<file path="config.mk">
export PLATFORM = sky130hd
export DESIGN_NAME = sorted_table_engine
export DESIGN_NICKNAME = d
export VERILOG_FILES = /design/src/rtl/ste_pkg.sv /design/src/rtl/ste_store.sv /design/src/rtl/ste_cmp.sv /design/src/rtl/ste_ctrl.sv /design/src/rtl/sorted_table_engine.sv
export VERILOG_INCLUDE_DIRS = /design/src /design/src/rtl
export SDC_FILE = /design/constraint.sdc
export NUM_CORES = 2
export LEC_CHECK = 0
export BUFFER_PORTS_ARGS = -buffer_cell sky130_fd_sc_hd__buf_2
export CAP_MARGIN = 20
export CORE_MARGIN = 2
export CORE_UTILIZATION = 30
export DETAILED_ROUTE_END_ITERATION = 10
export HOLD_SLACK_MARGIN = 0.15
export MAX_ROUTING_LAYER = met4
export REMOVE_ABC_BUFFERS = 1
export SLEW_MARGIN = 10
export SYNTH_ARGS = -nofsm -noshare
export SYNTH_HDL_FRONTEND = slang
export SYNTH_SLANG_ARGS = --single-unit
</file>
<file path="constraint.sdc">
create_clock -name clock -period 9.7 [get_ports clock]
set_input_delay 1.94 -clock clock [delete_from_list [all_inputs] [get_ports clock]]
set_output_delay 1.94 -clock clock [all_outputs]
set_load 0.005 [all_outputs]
</file>
<file path="src/rtl/sorted_table_engine_assert.svh">
// Assertion macros used by the sequencer of the sorted table engine.
`ifndef SORTED_TABLE_ENGINE_ASSERT_SVH
`define SORTED_TABLE_ENGINE_ASSERT_SVH

// Same-cycle implication, checked outside reset.
`define STE_ASSERT_IMP(lbl, clk, rst, ante, cons, msg) \
   lbl: assert property (@(posedge clk) disable iff (rst) (ante) |-> (cons)) else $error(msg);

// Next-cycle implication, checked outside reset.
`define STE_ASSERT_NEXT(lbl, clk, rst, ante, cons, msg) \
   lbl: assert property (@(posedge clk) disable iff (rst) (ante) |=> (cons)) else $error(msg);

`endif

</file>
<file path="src/rtl/ste_pkg.sv">
// Types and constants of the sorted table engine.
`timescale 1ns / 1ps
`default_nettype none

package ste_pkg;

   localparam int DEPTH       = 64;
   localparam int DATA_WIDTH  = 32;
   localparam int ADDR_WIDTH  = $clog2(DEPTH);
   localparam int COUNT_WIDTH = $clog2(DEPTH + 1);

   // Request kinds
   localparam logic [1:0] REQ_INSERT = 2'd0;
   localparam logic [1:0] REQ_FIND   = 2'd1;
   localparam logic [1:0] REQ_REMOVE = 2'd2;
   localparam logic [1:0] REQ_GET    = 2'd3;

   // Response status codes
   localparam logic [1:0] STAT_OK        = 2'd0;
   localparam logic [1:0] STAT_NOT_FOUND = 2'd1;
   localparam logic [1:0] STAT_FULL      = 2'd2;
   localparam logic [1:0] STAT_RANGE     = 2'd3;

   typedef struct packed {
      logic [1:0]            req_type;
      logic [DATA_WIDTH-1:0] value;
      logic [ADDR_WIDTH-1:0] index;
   } ste_req_type;

   typedef struct packed {
      logic [1:0]             status;
      logic [ADDR_WIDTH-1:0]  position;
      logic [DATA_WIDTH-1:0]  read_value;
      logic [COUNT_WIDTH-1:0] count;
   } ste_rsp_type;

   // Store access issued by the sequencer
   typedef struct packed {
      logic                  we;
      logic [ADDR_WIDTH-1:0] waddr;
      logic [DATA_WIDTH-1:0] wdata;
      logic [ADDR_WIDTH-1:0] raddr;
   } ste_mem_cmd_type;

   // Outcome of one probe compare
   typedef struct packed {
      logic hit;
      logic go_up;
   } ste_cmp_type;

endpackage

`default_nettype wire

</file>
<file path="src/rtl/ste_store.sv">
// Entry store: one write port, one registered read port.
`timescale 1ns / 1ps
`default_nettype none

module ste_store (
   input  wire                              clock,
   input  ste_pkg::ste_mem_cmd_type         cmd,
   output logic [ste_pkg::DATA_WIDTH-1:0]   rdata
);
   import ste_pkg::*;

   logic [DATA_WIDTH-1:0] mem [DEPTH];
   logic [DATA_WIDTH-1:0] rdata_ff;

   // Write one entry
   always_ff @(posedge clock) begin
      if (cmd.we) begin
         mem[cmd.waddr] <= cmd.wdata;
      end
   end

   // Read one entry every cycle
   always_ff @(posedge clock) begin
      rdata_ff <= mem[cmd.raddr];
   end

   assign rdata = rdata_ff;

endmodule

`default_nettype wire

</file>
<file path="src/rtl/ste_cmp.sv">
// Probe comparator: equality and search direction.
`timescale 1ns / 1ps
`default_nettype none

module ste_cmp (
   input  wire  [ste_pkg::DATA_WIDTH-1:0] entry,
   input  wire  [ste_pkg::DATA_WIDTH-1:0] key,
   input  wire                            ascending,
   output ste_pkg::ste_cmp_type           res
);
   import ste_pkg::*;

   logic lt;

   // Move the lower bound up when the entry sorts before the key
   always_comb begin
      lt        = entry < key;
      res.hit   = entry == key;
      res.go_up = ascending ? lt : (!lt && (entry != key));
   end

endmodule

`default_nettype wire

</file>
<file path="src/rtl/ste_ctrl.sv">
// Sequencer: bisection, entry shifting and response generation.
`timescale 1ns / 1ps
`default_nettype none
`include "sorted_table_engine_assert.svh"

module ste_ctrl (
   input  wire                              clock,
   input  wire                              reset,
   input  wire                              start,
   input  ste_pkg::ste_req_type             req_item,
   output logic                             busy,
   output logic                             rsp_valid,
   output ste_pkg::ste_rsp_type             rsp_item,
   input  wire  [ste_pkg::DATA_WIDTH-1:0]   rdata,
   input  ste_pkg::ste_cmp_type             cmp,
   output ste_pkg::ste_mem_cmd_type         mem_cmd,
   output logic [ste_pkg::DATA_WIDTH-1:0]   key
);
   import ste_pkg::*;

   localparam logic [2:0] ST_IDLE     = 3'd0;
   localparam logic [2:0] ST_SEARCH   = 3'd1;
   localparam logic [2:0] ST_PROBE    = 3'd2;
   localparam logic [2:0] ST_UP_RD    = 3'd3;
   localparam logic [2:0] ST_UP_WR    = 3'd4;
   localparam logic [2:0] ST_DN_RD    = 3'd5;
   localparam logic [2:0] ST_DN_WR    = 3'd6;
   localparam logic [2:0] ST_GET_WAIT = 3'd7;

   logic [2:0]             state_ff, state_in;
   logic [1:0]             kind_ff, kind_in;
   logic [DATA_WIDTH-1:0]  key_ff, key_in;
   logic [ADDR_WIDTH-1:0]  idx_ff, idx_in;
   logic [COUNT_WIDTH-1:0] lo_ff, lo_in;
   logic [COUNT_WIDTH-1:0] hi_ff, hi_in;
   logic [COUNT_WIDTH-1:0] ptr_ff, ptr_in;
   logic [ADDR_WIDTH-1:0]  pos_ff, pos_in;
   logic [COUNT_WIDTH-1:0] count_ff, count_in;
   logic                   rsp_valid_ff, rsp_valid_in;
   ste_rsp_type            rsp_ff, rsp_in;

   logic [COUNT_WIDTH-1:0] span;
   logic [COUNT_WIDTH-1:0] mid;
   logic [COUNT_WIDTH-1:0] ptr_dec;
   logic [COUNT_WIDTH-1:0] ptr_inc;
   logic [COUNT_WIDTH-1:0] req_idx;

   // Midpoint of the open range and shift pointers
   always_comb begin
      span    = hi_ff - lo_ff - 1'b1;
      mid     = lo_ff + (span >> 1);
      ptr_dec = ptr_ff - 1'b1;
      ptr_inc = ptr_ff + 1'b1;
      req_idx = COUNT_WIDTH'(req_item.index);
   end

   // Next-state logic
   always_comb begin
      state_in     = state_ff;
      kind_in      = kind_ff;
      key_in       = key_ff;
      idx_in       = idx_ff;
      lo_in        = lo_ff;
      hi_in        = hi_ff;
      ptr_in       = ptr_ff;
      pos_in       = pos_ff;
      count_in     = count_ff;
      rsp_valid_in = 1'b0;
      rsp_in       = rsp_ff;
      mem_cmd      = '{we: 1'b0, waddr: '0, wdata: rdata, raddr: '0};

      case (state_ff)
         ST_IDLE: begin
            if (start) begin
               kind_in = req_item.req_type;
               key_in  = req_item.value;
               idx_in  = req_item.index;
               lo_in   = '0;
               hi_in   = count_ff;
               case (req_item.req_type)
                  REQ_INSERT: begin
                     if (count_ff == COUNT_WIDTH'(DEPTH)) begin
                        rsp_valid_in = 1'b1;
                        rsp_in = '{status: STAT_FULL, position: '0, read_value: '0,
                                   count: count_ff};
                     end else begin
                        state_in = ST_SEARCH;
                     end
                  end
                  REQ_FIND: begin
                     state_in = ST_SEARCH;
                  end
                  REQ_REMOVE: begin
                     if (req_idx >= count_ff) begin
                        rsp_valid_in = 1'b1;
                        rsp_in = '{status: STAT_RANGE, position: '0, read_value: '0,
                                   count: count_ff};
                     end else begin
                        ptr_in   = req_idx;
                        state_in = ST_DN_RD;
                     end
                  end
                  default: begin
                     if (req_idx >= count_ff) begin
                        rsp_valid_in = 1'b1;
                        rsp_in = '{status: STAT_RANGE, position: '0, read_value: '0,
                                   count: count_ff};
                     end else begin
                        mem_cmd.raddr = req_item.index;
                        state_in      = ST_GET_WAIT;
                     end
                  end
               endcase
            end
         end

         // Issue the probe read, or finish an exhausted search
         ST_SEARCH: begin
            if (lo_ff >= hi_ff) begin
               if (kind_ff == REQ_INSERT) begin
                  pos_in   = lo_ff[ADDR_WIDTH-1:0];
                  ptr_in   = count_ff;
                  state_in = ST_UP_RD;
               end else begin
                  rsp_valid_in = 1'b1;
                  rsp_in = '{status: STAT_NOT_FOUND, position: '0, read_value: '0,
                             count: count_ff};
                  state_in = ST_IDLE;
               end
            end else begin
               mem_cmd.raddr = mid[ADDR_WIDTH-1:0];
               pos_in        = mid[ADDR_WIDTH-1:0];
               state_in      = ST_PROBE;
            end
         end

         // Compare the probed entry and narrow the range
         ST_PROBE: begin
            if (cmp.hit) begin
               if (kind_ff == REQ_INSERT) begin
                  ptr_in   = count_ff;
                  state_in = ST_UP_RD;
               end else begin
                  rsp_valid_in = 1'b1;
                  rsp_in = '{status: STAT_OK, position: pos_ff, read_value: '0,
                             count: count_ff};
                  state_in = ST_IDLE;
               end
            end else begin
               if (cmp.go_up) begin
                  lo_in = COUNT_WIDTH'(pos_ff) + 1'b1;
               end else begin
                  hi_in = COUNT_WIDTH'(pos_ff);
               end
               state_in = ST_SEARCH;
            end
         end

         // Shift entries up until the gap reaches the insert position
         ST_UP_RD: begin
            if (ptr_ff == COUNT_WIDTH'(pos_ff)) begin
               mem_cmd.we    = 1'b1;
               mem_cmd.waddr = pos_ff;
               mem_cmd.wdata = key_ff;
               count_in      = count_ff + 1'b1;
               rsp_valid_in  = 1'b1;
               rsp_in = '{status: STAT_OK, position: pos_ff, read_value: '0,
                          count: count_in};
               state_in = ST_IDLE;
            end else begin
               mem_cmd.raddr = ptr_dec[ADDR_WIDTH-1:0];
               state_in      = ST_UP_WR;
            end
         end

         ST_UP_WR: begin
            mem_cmd.we    = 1'b1;
            mem_cmd.waddr = ptr_ff[ADDR_WIDTH-1:0];
            ptr_in        = ptr_dec;
            state_in      = ST_UP_RD;
         end

         // Shift entries down over the removed one
         ST_DN_RD: begin
            if (ptr_inc >= count_ff) begin
               count_in     = count_ff - 1'b1;
               rsp_valid_in = 1'b1;
               rsp_in = '{status: STAT_OK, position: idx_ff, read_value: '0,
                          count: count_in};
               state_in = ST_IDLE;
            end else begin
               mem_cmd.raddr = ptr_inc[ADDR_WIDTH-1:0];
               state_in      = ST_DN_WR;
            end
         end

         ST_DN_WR: begin
            mem_cmd.we    = 1'b1;
            mem_cmd.waddr = ptr_ff[ADDR_WIDTH-1:0];
            ptr_in        = ptr_inc;
            state_in      = ST_DN_RD;
         end

         ST_GET_WAIT: begin
            rsp_valid_in = 1'b1;
            rsp_in = '{status: STAT_OK, position: idx_ff, read_value: 32'(rdata),
                       count: count_ff};
            state_in = ST_IDLE;
         end

         default: begin
            state_in = ST_IDLE;
         end
      endcase
   end

   // Control state
   always_ff @(posedge clock) begin
      if (reset) begin
         state_ff     <= ST_IDLE;
         count_ff     <= '0;
         rsp_valid_ff <= 1'b0;
      end else begin
         state_ff     <= state_in;
         count_ff     <= count_in;
         rsp_valid_ff <= rsp_valid_in;
      end
   end

   // Request payload and search registers
   always_ff @(posedge clock) begin
      kind_ff <= kind_in;
      key_ff  <= key_in;
      idx_ff  <= idx_in;
      lo_ff   <= lo_in;
      hi_ff   <= hi_in;
      ptr_ff  <= ptr_in;
      pos_ff  <= pos_in;
      rsp_ff  <= rsp_in;
   end

   assign busy      = state_ff != ST_IDLE;
   assign rsp_valid = rsp_valid_ff;
   assign rsp_item  = rsp_ff;
   assign key       = key_ff;

   `STE_ASSERT_IMP(a_count_bound, clock, reset, 1'b1, count_ff <= COUNT_WIDTH'(DEPTH), "entry count above depth")
   `STE_ASSERT_IMP(a_rsp_at_idle, clock, reset, rsp_valid_ff, state_ff == ST_IDLE, "response while sequencer active")
   `STE_ASSERT_NEXT(a_start_served, clock, reset, (state_ff == ST_IDLE) && start, (state_ff != ST_IDLE) || rsp_valid_ff, "accepted request dropped")
   `STE_ASSERT_IMP(a_count_on_rsp, clock, reset, count_ff != $past(count_ff), rsp_valid_ff, "count changed without a response")

endmodule

`default_nettype wire

</file>
<file path="src/rtl/sorted_table_engine.sv">
// Top level of the sorted table engine.
`timescale 1ns / 1ps
`default_nettype none

// Sorted table of 64 unsigned 32-bit entries kept in ascending or descending order (csr_data
// writes the direction; 1 ascending, reset 1; writes are taken while busy is low). A request
// is taken when start is high and busy is low. Its single response appears on rsp_item for
// exactly one cycle with rsp_valid high and cannot be held off, so the receiver must take it
// then. Timing is set by the entry store, which has one write port and one registered read
// port. Every bisection probe is a read, then a compare, and a search makes at most 7
// probes. A search that ends without a hit passes through the search state once more to
// finish. Every entry moved by insert or remove is read, then written, and a final step
// writes the new entry or updates the count and gives the response. Insert is rejected
// when the table is full, remove and get when the index is out of range.
// The store needs no clearing at reset.
module sorted_table_engine (
   input  wire                  clock,
   input  wire                  reset,
   input  wire                  start,
   output logic                 busy,
   input  ste_pkg::ste_req_type req_item,
   output logic                 rsp_valid,
   output ste_pkg::ste_rsp_type rsp_item,
   input  wire                  csr_valid,
   output logic                 csr_ready,
   input  wire                  csr_data
);
   import ste_pkg::*;

   logic                  ascending_ff, ascending_in;
   ste_mem_cmd_type       mem_cmd;
   ste_cmp_type           cmp;
   logic [DATA_WIDTH-1:0] rdata;
   logic [DATA_WIDTH-1:0] key;

   // Accept direction writes between requests
   assign csr_ready = !busy;

   always_comb begin
      ascending_in = ascending_ff;
      if (csr_valid && csr_ready) begin
         ascending_in = csr_data;
      end
   end

   always_ff @(posedge clock) begin
      if (reset) begin
         ascending_ff <= 1'b1;
      end else begin
         ascending_ff <= ascending_in;
      end
   end

   ste_ctrl u_ctrl (
      .clock     (clock),
      .reset     (reset),
      .start     (start),
      .req_item  (req_item),
      .busy      (busy),
      .rsp_valid (rsp_valid),
      .rsp_item  (rsp_item),
      .rdata     (rdata),
      .cmp       (cmp),
      .mem_cmd   (mem_cmd),
      .key       (key)
   );

   ste_store u_store (
      .clock (clock),
      .cmd   (mem_cmd),
      .rdata (rdata)
   );

   ste_cmp u_cmp (
      .entry     (rdata),
      .key       (key),
      .ascending (ascending_ff),
      .res       (cmp)
   );

endmodule

`default_nettype wire
</file>
Word-level counts from Yosys, hierarchy flattened. Memories as Yosys holds them, arrays and structs flattened. A register that Yosys moved wholly into a read port is not among the register bits. Cells that the tools add are included.

Bits in registers: 126. Bits in writable memories: 2048. Input bits: 45. Output and inout bits: 50. Word-level logic and storage cells: 147. Memories: 1.

Memories: u_store.mem (words 64, bits a word 32, read ports 1, clocked after Yosys merged registers in 1, write ports 1, RTL line ste_store.sv:12) `logic [DATA_WIDTH-1:0] mem [DEPTH];`.

Add/sub/neg operators: 8. $lt $le $gt $ge: 4. Equal/unequal tests: 32. Multiplexer cells: 65. Reduce and logical (&&, ||, !) cells: 22.

Operator list (number): $mux W47 (9); $pmux W47 S6 (1); $mux W7 (14); $pmux W47 S2 (1); $pmux W7 S2 (4); $mux W6 (8); $mux W39 (1); $pmux W7 S5 (1); $eq A32 B32 Y1 (1); $lt A32 B32 Y1 (1); $mux W32 (1); $ne A32 B32 Y1 (1); $pmux W3 S8 (1); $pmux W6 S4 (1); $ne A2 B2 Y1 const B (11); $sub A7 B1 Y7 const B (3); $mux W3 (6); $add A7 B1 Y7 const B (2); $ge A7 B7 Y1 (2); $eq A3 B3 Y1 const B (4); $reduce_and A4 Y1 (3); $mux W1 (11); $reduce_and A11 Y1 (1); $pmux W3 S3 (1); 30 further kinds (42).

Depth between registers and ports, before layout.
Word-level depth: 7. Mapped depth: 20. Mapped depth without buffers: 16.

Hierarchy. From an unflattened synthesis, not the netlist that was laid out.

Cells, all modules: 4326. Area, all modules: 86855.8 um2.

By module, submodules not included: ste_store (instances 1, cells an instance 3572, area an instance 78886.9 um2, seq. area each 62139.6 um2); ste_ctrl (instances 1, cells an instance 631, area an instance 7086.8 um2, seq. area each 3643.5 um2); ste_cmp (instances 1, cells an instance 117, area an instance 834.6 um2, seq. area each 0.0 um2); sorted_table_engine (instances 1, cells an instance 6, area an instance 47.5 um2, seq. area each 20.0 um2).

Worst setup path after synthesis. Ideal clock, no wire load.

Kind: input to register. Start point: input req_item[0] (netlist bit). End point: register u_ctrl.rsp_ff, in the netlist u_ctrl.rsp_item[0], enable pin. Library setup time: 0.452 ns. Arrival time: 5.103 ns. Data required time: 9.248 ns. Path slack: 4.145 ns. Stages: 9. Path buffers: 1. Cells stage by stage: inv_1 > ha_1 > nand2b_1 > a211oi_1 > o32a_1 > clkbuf_1 > o211ai_1 > o211ai_1 > nor2_1.

Word-level cells in the longest chain between the ends: 3.

Ends and longest elaborated chain: start, declared (RTL line sorted_table_engine.sv:21) `input ste_pkg::ste_req_type req_item,`; $ge A6 B7 Y1 (RTL line ste_ctrl.sv:94, ste_ctrl.sv:104); $ne A3 B2 Y1 (no line); $reduce_and A11 Y1 (no line); end signal, assigned (RTL line ste_ctrl.sv:239) `rsp_ff <= rsp_in;`; end, declared (RTL line ste_ctrl.sv:40) `ste_rsp_type rsp_ff, rsp_in;`.

No other way between the ends. A chain may end at the register's enable or synchronous reset.

Worst setup path in the final report.
Start point: register u_ctrl.ptr_ff[0]. End point: register u_store.rdata_ff[1], in the netlist u_store.rdata[1], read port of u_store.mem.

Word-level cells in the longest chain between the ends: 4. Elaborated cells between the ends (all ways): 7. Those cells by class: add/sub: 2; order compare: 1; eq/ne: 1; mux: 3.

Ends and longest elaborated chain: start, declared (RTL line ste_ctrl.sv:36) `logic [COUNT_WIDTH-1:0] ptr_ff, ptr_in;`; start signal, assigned (RTL line ste_ctrl.sv:237) `ptr_ff <= ptr_in;`; $add A7 B1 Y7 (RTL line ste_ctrl.sv:53) `ptr_inc = ptr_ff + 1'b1;`; $ge A7 B7 Y1 (RTL line ste_ctrl.sv:185) `if (ptr_inc >= count_ff) begin`; $mux W6 (RTL line ste_ctrl.sv:185); $pmux W6 S4 (*) (RTL line ste_ctrl.sv:72) `case (state_ff)`; end, declared (RTL line ste_store.sv:13) `logic [DATA_WIDTH-1:0] rdata_ff;`.

Every way passes the cells marked *; elsewhere a longest branch is shown, timed or not.

==> results by group <==
Worst setup path
  – CP peak stage delay: ~0.67 ns
  – Crit-path slowest cell: buf_4
  – CP endpoint kind: flop
  – Startpoint Class: flop
  – Crit-path max FO: 104
  – Worst path cell trace: ha_1 -> and3_1 -> and3_1 -> xor2_1 -> ha_1 -> nand2_1 -> o21ai_0 -> a211oi_2 -> nor2_1 -> o221ai_4 -> buf_12 -> nor2_4 -> buf_4 -> a32oi_1 -> nand4_1 -> nand4_1 -> or3_1
  – Family with the most delay on the worst path: simple AND/OR/NAND/NOR gates
  – WP data required: approximately 10 ns
  – Crit path DAT: 7.24 ns
  – Setup CP Type: flop to flop
  – CP Buf/Inv Count: 2

Run
  – Max-Cap Viols: 0

Detailed routing
  – Routed wire per std cell: 25.8 um
  – Drt total wl: approximately 270,000 um
  – Routed Antenna Nets: 0
  – First DRT Iteration DRCs: 8,193
  – DRT Pass-1 Iters: 6
  – Vias: around 56k
  – Drt via density: roughly 5.3
  – Post-route DRC: 0

Yosys
  – FF+latch count, synth: about 2.2k
  – Synth unique cells: between 70 and 80
  – Asr flop ratio synth: 0%
  – Synth Area in Compound Gates: about 7.1%
  – Top cell type's share of synthesized area: approximately three quarters
  – Post-synthesis adder-cell area fraction: under 10%
  – Largest area contributor in the netlist: edfxtp_1
  – Post-Synthesis Cells: 6,340
  – Mapped Area: approximately 88,000 sq um
  – Ys Warns: 0
  – Synth top area cells: edfxtp_1, nand2_1, mux2i_1
  – Most used DFF post-synth: edfxtp_1
  – Post-synthesis xor/xnor area fraction: less than 1%
  – Post-synth EDFFs: between 2k and 2.5k
  – Largest family of logic cells by synthesized area: simple AND/OR/NAND/NOR gates
  – Synth Area in Simple Gates: around 11%
  – Avg Inst Size Synth: ~14 sq um
  – Mux contribution to synthesized area: 3.77%
  – Sequential share of the synthesized area: 74.4%

Clock tree
  – Post-CTS sizing: 0
  – CTS sink count: roughly 2.2k
  – CTS H-tree depth: 4
  – Clk root buf: clkbuf_16
  – CTS Buf Count: between 200 and 250
  – Setup Fix Bufs, Post-CTS: 0
  – TritonCTS clock tree: yes
  – Max Buffers Root-to-Sink: 3
  – CTS Hold Bufs: 0
  – Clock-pin slew on the worst setup and hold paths: around 0.07 ns
  – Worst-skew pair later-pin latency: about 0.88 ns

Final layout
  – Layout cells sized above 1: 10.8%
  – Synth-to-Final Area Change: 14.9%
  – Nets: approximately 6.5k
  – Final Non-Filler Cells: 10.6k
  – Commonest non-fill, non-tap cell in the layout: edfxtp_1
  – Post-route core utilization: between 30% and 40%
  – Most frequent cells in the layout: edfxtp_1, nand2_1, nand3_1
  – FILL cells: about 28k

Placement
  – Port bufs: 94
  – Placed cells: 10.1k
  – Placer congestion estimate: 0.915
  – HPWL Detailed: approximately 160,000 um
  – Post-Place Setup Slack: roughly 2.7 ns

GRT
  – First-pass GRT wire length: ~390,000 um
  – Grt ovf: 0
  – Initial antenna violation count: 32
  – Vias in the first global route: about 53k
  – Largest net degree at the start of global routing: around 160
  – GRT Util Overall: 18.2%

Timing
  – FMAX: about 150 MHz
  – Slew Viols, Final: 0
  – Crit share post-route: 67.4%
  – Tmin final: 6.53 ns
  – Final WS setup: between 3 and 4 ns
  – Worst Skew: around 0.046 ns
  – Hold Vio Cnt, Final: 0
  – TNS Setup: 0 ns
  – Worst-Margin Slew: between 1 and 1.5 ns
  – Rel. slew slack: between 20% and 30%
  – RSZ-0062 raised after global routing: no
  – Endpoints failing setup: 0

Pwr
  – Sw power: between 10 and 15 mW
  – Clock power frac: about a quarter
  – Switching Fraction: ~40%
  – Peak supply drop: about 0.27 mV
  – Power per cell area: around 330 nW/um^2
  – Logic gate share of total power: 37.8%
  – Flop pwr share: between 30% and 40%
  – Pint: between 20 and 25 mW
  – Leakage Power: ~33 nW

Run status
  – Status: finished, final reports clean

Floorplan
  – Starting Density: between 30% and 40%
  – Die W: roughly 550 um
  – Row Count: 199
  – Die area: 299,000 sq um
  – Die height: ~550 um
  – IO Pins: 95
  – Core Region: between 200,000 and 300,000 sq um

Min path
  – Hold Path Class: flop to flop
## final timing paths
kind	cells after the start	slack [ns]	endpoint	from
max	17	3.17	u_store.rdata[1]$_DFF_P_	u_ctrl.ptr_ff[0]$_DFFE_PP_
min	1	0.54	u_ctrl.rsp_item[39]$_DFFE_PP_	u_ctrl.idx_ff[0]$_DFFE_PP_
max reg2reg	17	3.17	u_store.rdata[1]$_DFF_P_	u_ctrl.ptr_ff[0]$_DFFE_PP_
min reg2reg	1	0.54	u_ctrl.rsp_item[39]$_DFFE_PP_	u_ctrl.idx_ff[0]$_DFFE_PP_
## metrics by stage
step	power [mW]	hold WS [ns]	cell area (sq um)
finish	33.6	0.539	102000
global route	34.9	0.559	102000
CTS	33.5	0.533	102000
detailed placement	25.4	0.526	94600
global placement	25.2	0.523	94500
floorplan	21.5	0.496	86800
## power by group through the flow
| stage | logic [mW] | clock network [mW] | registers, mW |
|---|---|---|---|
| 2_1_floorplan | 8.61 | 0 | 12.9 |
| 3_3_place_gp | 12.3 | 0 | 12.9 |
| 3_5_place_dp | 12.5 | 0 | 12.9 |
| 4_1_cts | 12.5 | 8.34 | 12.7 |
| 5_1_grt | 13.5 | 8.72 | 12.7 |
| 6_report | 12.7 | 8.27 | 12.7 |
## state kept, by name, indices dropped and copies added (netlist names)
name	cells
u_store.mem	2048
u_ctrl.rsp_item	47
u_ctrl.key	32
u_store.rdata	32
u_ctrl.count_ff	7
u_ctrl.hi_ff	7
u_ctrl.lo_ff	7
u_ctrl.ptr_ff	7
u_ctrl.idx_ff	6
u_ctrl.pos_ff	6
u_ctrl.state_ff	3
u_ctrl.kind_ff	2
ascending_ff	1
u_ctrl.rsp_valid	1
## cell usage after synthesis (all sizes together), types with 4 or more instances
master	instances
buf	122
o211ai	16
clkbuf	273
a31oi	5
nand3	550
mux2	5
a21oi	419
nand2	1371
dfxtp	44
a32oi	98
or4	24
or3	9
a211oi	9
nor3	11
a21o	15
o22ai	29
nor2	138
o221ai	7
a22o	10
o21a	7
nor4	8
and3	11
nor3b	7
ha	69
nand4	92
o21ai	75
nor2b	9
o21bai	4
xor2	12
edfxtp	2162
xnor2	33
inv	71
a221oi	68
and2	38
a22oi	158
mux2i	327
## kinds of logic (layout without fill, tap and decap cells)
family / Yosys count / in the layout
DFF: 2206 / 2206
buffers and inverters: 466 / 736
xor gates and xnor gates: 45 / 45
and+or+nand+nor: 2275 / 2275
other: 0 / 25
muxes: 332 / 332
adders and majority gates: 71 / 71
AOI/OAI and AO/OA: 945 / 945
## per-layer routing
metal | vias to the layer above | GRT usage (%) | share of wire [%]
met5 | - | - | 0
met4 | 0 | 6.71 | 3.7
met3 | 460 | 3.28 | 10
met2 | 3194 | 27.1 | 45
met1 | 28300 | 24.7 | 41
li1 | 24100 | - | -
## area by class of cell
class                           count  area, sq um  area share, %
Timing Repair Buffer              260         1940           1.91
Sequential cell                  2206        65800           64.8
Inverter                           71          267          0.262
Antenna cell                       25         62.6         0.0616
Multi-Input combinational cell   3668        21700           21.3
Clock buffer                      281         5750           5.66
Clock inverter                    124         1180           1.17
Tap cell                         3919         4900           4.83
Power figures use the tool's default switching activity.
